[src/hw/rtl/mct_pkg.sv]
// Shared constants, types and helpers for the multiset counting table.
package mct_pkg;

  localparam int ENTRIES    = 64;
  localparam int COUNT_BITS = 16;
  localparam int TOTAL_BITS = 24;
  localparam int IDX_W      = (ENTRIES > 1) ? $clog2(ENTRIES) : 1;
  // widths that hold a sum before saturation
  localparam int SUM_W  = ((COUNT_BITS > 16) ? COUNT_BITS : 16) + 1;
  localparam int TSUM_W = ((COUNT_BITS > TOTAL_BITS) ? COUNT_BITS : TOTAL_BITS) + 1;

  localparam logic [COUNT_BITS-1:0] COUNT_MAX = {COUNT_BITS{1'b1}};
  localparam logic [TOTAL_BITS-1:0] TOTAL_MAX = {TOTAL_BITS{1'b1}};

  localparam logic [1:0] KIND_ADD    = 2'd0;
  localparam logic [1:0] KIND_REMOVE = 2'd1;
  localparam logic [1:0] KIND_QUERY  = 2'd2;

  typedef struct packed {
    logic [1:0]         kind;
    logic signed [31:0] value;
    logic [15:0]        amount;
  } req_t;

  typedef struct packed {
    logic [15:0]           multiplicity;
    logic                  present;
    logic [TOTAL_BITS-1:0] total_copies;
    logic                  is_empty;
    logic signed [31:0]    front_value;
    logic                  table_full;
  } rsp_t;

  typedef struct packed {
    logic signed [31:0]    value;
    logic [COUNT_BITS-1:0] count;
    logic                  used;
  } entry_t;

  typedef enum logic [1:0] {
    CELL_HOLD,
    CELL_INSERT,
    CELL_PULL,
    CELL_SET
  } cell_op_t;

  typedef struct packed {
    cell_op_t              op;
    logic [IDX_W-1:0]      slot;
    logic [COUNT_BITS-1:0] count;
  } cell_cmd_t;

  typedef enum logic [1:0] {
    ST_IDLE,
    ST_LOOK,
    ST_APPLY
  } state_t;

  // count shown on the 16-bit result field, saturated if the count is wider
  function automatic logic [15:0] mult16(input logic [COUNT_BITS-1:0] c);
    logic [SUM_W-1:0] w;
    w = SUM_W'(c);
    return (w > SUM_W'(16'hFFFF)) ? 16'hFFFF : w[15:0];
  endfunction

endpackage

[src/hw/rtl/mct_cell.sv]
// One table cell: holds an entry, compares it with the key, shifts with its neighbors.
module mct_cell (
  input  logic                 clk,
  input  logic                 rst,
  input  logic [mct_pkg::IDX_W-1:0] idx,
  input  logic signed [31:0]   key,
  input  mct_pkg::cell_cmd_t   cmd,
  input  mct_pkg::entry_t      prev,
  input  mct_pkg::entry_t      next,
  output mct_pkg::entry_t      ent,
  output logic                 hit
);
  import mct_pkg::*;

  logic signed [31:0]    value;
  logic [COUNT_BITS-1:0] count;
  logic                  used;

  assign ent = '{value: value, count: count, used: used};

  // match is registered; key and cell contents hold still across the lookup
  always_ff @(posedge clk) begin
    hit <= used && (value == key);
  end

  always_ff @(posedge clk) begin
    case (cmd.op)
      CELL_INSERT: value <= prev.value;
      CELL_PULL: begin
        if (idx >= cmd.slot) value <= next.value;
      end
      default: ;
    endcase
  end

  always_ff @(posedge clk) begin
    if (rst) begin
      count <= '0;
      used  <= 1'b0;
    end else begin
      case (cmd.op)
        CELL_INSERT: begin
          count <= prev.count;
          used  <= prev.used;
        end
        CELL_PULL: begin
          if (idx >= cmd.slot) begin
            count <= next.count;
            used  <= next.used;
          end
        end
        CELL_SET: begin
          if (idx == cmd.slot) count <= cmd.count;
        end
        default: ;
      endcase
    end
  end

endmodule

[config.mk]
export PLATFORM = sky130hd
export DESIGN_NAME = mct_cell
export DESIGN_NICKNAME = d
export VERILOG_FILES = /design/src/hw/rtl/mct_pkg.sv /design/src/hw/rtl/mct_cell.sv
export SDC_FILE = /design/constraint.sdc
export NUM_CORES = 1
export LEC_CHECK = 0
export BUFFER_PORTS_ARGS = -buffer_cell sky130_fd_sc_hd__buf_2
export CAP_MARGIN = 20
export CORE_MARGIN = 3
export CORE_UTILIZATION = 37
export CTS_CLUSTER_SIZE = 12
export DETAILED_ROUTE_END_ITERATION = 10
export PLACE_DENSITY_LB_ADDON = 0.2
export SYNTH_ARGS = -nofsm -noshare
export SYNTH_HDL_FRONTEND = slang
export SYNTH_SLANG_ARGS = --single-unit
[constraint.sdc]
create_clock -name clk -period 2.55 [get_ports clk]
set_input_delay 0.255 -clock clk [delete_from_list [all_inputs] [get_ports clk]]
set_output_delay 0.255 -clock clk [all_outputs]
set_load 0.02 [all_outputs]
* Word level (Yosys, flattened, before mapping) *
Index checks and enable logic that the tools add are counted.

operators by class
  shifts and indexed selects = 0
  div/mod/pow operators = 0
  bitwise logic cells = 0
  add/sub/neg operators = 0
  reduce and logical (&&, ||, !) cells = 5
  order comparisons = 1
  eq/ne operators = 7
  multipliers = 0
  multiplexer cells = 7

operators by type and width
  cell                  number
  $pmux W32 S2          1
  $pmux W16 S3          1
  $eq A32 B32 Y1        1
  $mux W16              2
  $mux W32              1
  $eq A6 B6 Y1          1
  $ge A6 B6 Y1          1
  $eq A2 B2 Y1 const B  2
  $ne A2 B2 Y1 const B  2
  $reduce_and A3 Y1     1
  $reduce_bool A3 Y1    1
  $eq A2 B1 Y1 const B  1
  $pmux W1 S2           1
  $reduce_and A2 Y1     1
  $reduce_bool A2 Y1    1
  $logic_and A1 B1 Y1   1
  $mux W1               1

word-level totals
  memory bits (writable) = 0
  word-level logic and storage cells = 24
  flip-flop bits (word level) = 50
  memories kept = 0
  bits in latches = 0
  ROM bits = 0
  output and inout bits = 50

* Depth between registers and ports, before layout *
  depth after elaboration = 3
  depth in mapped cells = 10
  gate-level depth less buffers = 7

* Worst setup path before layout *
No wires, ideal clock.

  path type = input to register
  start point = in cmd[19] (netlist name)
  end point = reg value[0] (enable)
  slack = -0.238 ns
  library setup time = 0.421 ns
  data required time = 2.129 ns
  buffers on the path = 0
  cell stages on the path = 6
  arrival time = 2.367 ns
  cell sequence = inv_1 > ha_1 > a21oi_2 > o2111ai_1 > o21ba_2 > nor2_1

between the ends
  longest elaborated chain between the ends = 3

ends and longest elaborated chain
  what                                RTL line        source
  from (decl)                         mct_cell.sv:7   input mct_pkg::cell_cmd_t cmd,
  $ge A6 B6 Y1                        mct_cell.sv:30  if (idx >= cmd.slot) value <= next.value;
  $ne A2 B2 Y1 (no source line)       n/a
  $reduce_and A2 Y1 (no source line)  n/a
  to (signal assigned)                mct_cell.sv:28  CELL_INSERT: value <= prev.value;
  to (signal assigned)                mct_cell.sv:30
  to (decl)                           mct_cell.sv:15  logic signed [31:0] value;

No other way between the ends.
A chain may end at the register's enable or synchronous reset.

* Worst setup path after layout *
  start point = in cmd[22] (netlist name)
  end point = reg count[3]

between the ends
  longest elaborated chain between the ends = 3
  elaborated cells on any way between the ends = 8
  classes of those cells = eq/ne (5); mux (1); reduce/logical (2)

ends and longest elaborated chain
  what                                                                 RTL line        source
  $eq A2 B2 Y1 or $eq A2 B1 Y1 (tied branches)                         mct_cell.sv:41  case (cmd.op)
  $ne A2 B2 Y1 (no source line) or $reduce_bool A3 Y1 (tied branches)  n/a
  $reduce_and A3 Y1 (no source line)                                   n/a
  to (signal assigned)                                                 mct_cell.sv:43  count <= prev.count;
  to (signal assigned)                                                 mct_cell.sv:48  count <= next.count;
  to (signal assigned)                                                 mct_cell.sv:53  if (idx == cmd.slot) count <= cmd.count;
  to (decl)                                                            mct_cell.sv:16  logic [COUNT_BITS-1:0] count;

Several ways; a longest one is shown, not always the timed one.

==> summary.txt <==
Clock network
  • Post-CTS sizing: 0
  • Cts bufs inserted: 5
  • Setup bufs post-CTS: 0
  • CTS tree: done
  • Clock slew at reported path FFs: approximately 0.090 ns
  • Post-CTS Hold Buffers: 0
  • Clk buf depth: 2
  • Worst skew pair latency: 0.30 ns
  • Clock root cell: clkbuf_8
  • H-tree levels: 2
  • CTS sink cnt: 50

STA
  • Hold Vio Cnt, Final: 0
  • Final setup vio count: 0
  • Tightest Pin Transition: between 0.8 and 0.9 ns
  • Worst Skew: between 0.006 and 0.007 ns
  • F_max: between 500 and 600 MHz
  • RSZ-0062 raised after global routing: no
  • Slew HR: 0.461
  • Tmin final: 1.95 ns
  • Final period utilization: 0.764
  • TNS Setup: 0 ns
  • Final-report max-slew violation count: 0

Critical path
  • CP Class: in -> reg
  • Worst setup SP type: input pin
  • Req. time, crit path: approximately 2.7 ns
  • CP arrival: around 2.1 ns
  • Setup crit end kind: register
  • R2R depth: 5
  • Critical R2R Capture: hit$_DFF_P_
  • R2r setup slk: about 0.74 ns
  • Reg2Reg Launch Point: value[23]$_DFFE_PP_
  • Critical path fanouts, max: 16

Die
  • IO Count: around 210
  • Initial Util: 0.390
  • Die area: 8900 um2
  • # rows: 31
  • Core Box Area: about 7400 um2
  • Die W: roughly 94 um
  • Die height: 94.3 um

Yosys
  • Gate count after technology mapping: ~240
  • Syn avg cell area: about 12 um2
  • Yosys top cell by area: edfxtp_1
  • Leading post-synthesis cells by cell area: edfxtp_1, dfxtp_1, mux2_2, xnor2_1, a311oi_2
  • Yosys top cell area share: 0.333
  • Async SR Flop Fraction: 0
  • Synth cell types: 35
  • Yosys Warn Count: 0
  • Main synth FF type: edfxtp_1
  • Post-synth top cells: edfxtp_1, mux2_2, xnor2_1
  • Synthesized area: 2890 um2
  • Synthesized Nets: about 410
  • Post-synth EDFFs: 32
  • #FFs+latches synth: 50
  • Register area share after synthesis: 0.458

Outcome
  • Outcome: finished, final reports clean

Worst hold path
  • Worst hold-check path type: in -> reg
  • Hold endpoint: count[12]$_SDFFE_PP0P_
  • Hold Crit Depth: 3
  • Hold Startpoint: prev[13]

Finish
  • Post-layout util: 0.553
  • Layout cells sized above 1: 0.600
  • Cell Count, Final, Fillers Out: between 500 and 600
  • Total Nets Final: a little over 600
  • Fill cells: 724
  • Area grow syn2layout: 41.9%
  • N_diodes: 0

Global route
  • First-pass GRT wire length: 12400 um
  • Largest net degree at the start of global routing: 50
  • Gr ovfl total: 0
  • Vias in the first global route: roughly 2700
  • Total GRT Usage: 0.178
  • Initial antenna violation count: 0

Routing
  • DR vias: ~2600
  • Post-route ant nets: 0
  • # DRC: 0
  • Final wirelength: 8190 um
  • TritonRoute pass-1 iters: 4
  • WL/cell: roughly 15 um
  • DR iter-0 viols: 76
  • Routed vias/inst: 4.79

Pwr
  • Max VDD drop: 0.000263 V
  • Leakage: around 1.8 nW
  • Power Density: roughly 550 nW/um2

Place
  • Dpl hpwl: between 6000 and 7000 um
  • Port Buf Inserts: ~210
  • DP Cell Count: about 540
  • Final Wtd Congestion: 0.794

Flow run
  • Max-cap check violation count: 0
-- worst max path at each step --
stage | slack (ns) | from | endpoint
2_1_floorplan | 0.30 | cmd[19] | value[0]$_DFFE_PP_
3_3_place_gp | 0.35 | cmd[22] | count[7]$_SDFFE_PP0P_
3_5_place_dp | 0.26 | cmd[22] | count[3]$_SDFFE_PP0P_
4_1_cts | 0.58 | cmd[22] | count[3]$_SDFFE_PP0P_
5_1_grt | 0.43 | cmd[22] | count[10]$_SDFFE_PP0P_
6_report | 0.60 | cmd[22] | count[3]$_SDFFE_PP0P_
-- placed cells by master (no fill, tap or decap), types with 2 or more instances in the layout --
cell type / n
a21oi_1: 2
a22oi_1: 16
a311oi_1: 6
a311oi_2: 9
a311oi_4: 2
buf_2: 211
buf_4: 5
clkbuf_8: 5
dfxtp_1: 18
edfxtp_1: 32
ha_1: 7
inv_1: 8
mux2_2: 32
nand2_1: 18
nand4_1: 8
nor2_1: 2
nor3_1: 16
nor4_1: 3
xnor2_1: 28
xor2_1: 4
-- critical path: stages --
cell and delay [ns]:
buf_2 0.11, inv_1 0.05, ha_2 0.29, nor2_1 0.13, a31oi_1 0.09, a311oi_4 0.28, or2_1 0.67, a311oi_2 0.20
-- layout make-up --
cell class | count | area [um2] | share of cell area
Sequential cell | 50 | 1320 | 0.322
Clock inverter | 2 | 8.76 | 0.00214
Inverter | 8 | 30.0 | 0.00733
Clock buffer | 6 | 72.6 | 0.0177
Multi-Input combinational cell | 167 | 1430 | 0.349
Timing Repair Buffer | 217 | 1110 | 0.272
Tap cell | 99 | 124 | 0.0302
-- where the power goes --
group,internal (W),switching (W)
Combinational,0.000343,0.000407
Clock,0.000188,0.000250
Sequential,0.000994,0.0000711
-- state kept, by name, summed over array words and instances, names as in the netlist --
register / flops
used: 1
hit: 1
count: 16
value: 32
-- through the flow --
step                      power [W]  area [um2]  worst slack, ns  hold slack, ns
after floorplan             0.00155        2890            0.301           0.423
after global placement      0.00183        4020            0.350           0.491
after detailed placement    0.00184        4020            0.263           0.513
after CTS                   0.00228        4100            0.579           0.214
after global routing        0.00240        4100            0.428           0.217
final                       0.00225        4100            0.602           0.227
-- logic make-up after synthesis --
family	share of synthesized area
AO/OA/AOI/OAI	0.142
adder cells (fa/ha/maj)	0.0347
flip-flops	0.458
multiplexers	0.128
buffers and inverters	0.0494
XOR/XNOR	0.0971
AND/OR/NAND/NOR	0.0914
-- metal layers --
layer,global-route usage,share of wire
met2,0.329,0.54
met4,0.0481,0.016
met1,0.202,0.38
met3,0.0446,0.072
met5,0,0
Note: power is estimated with default switching activity, not from simulation.
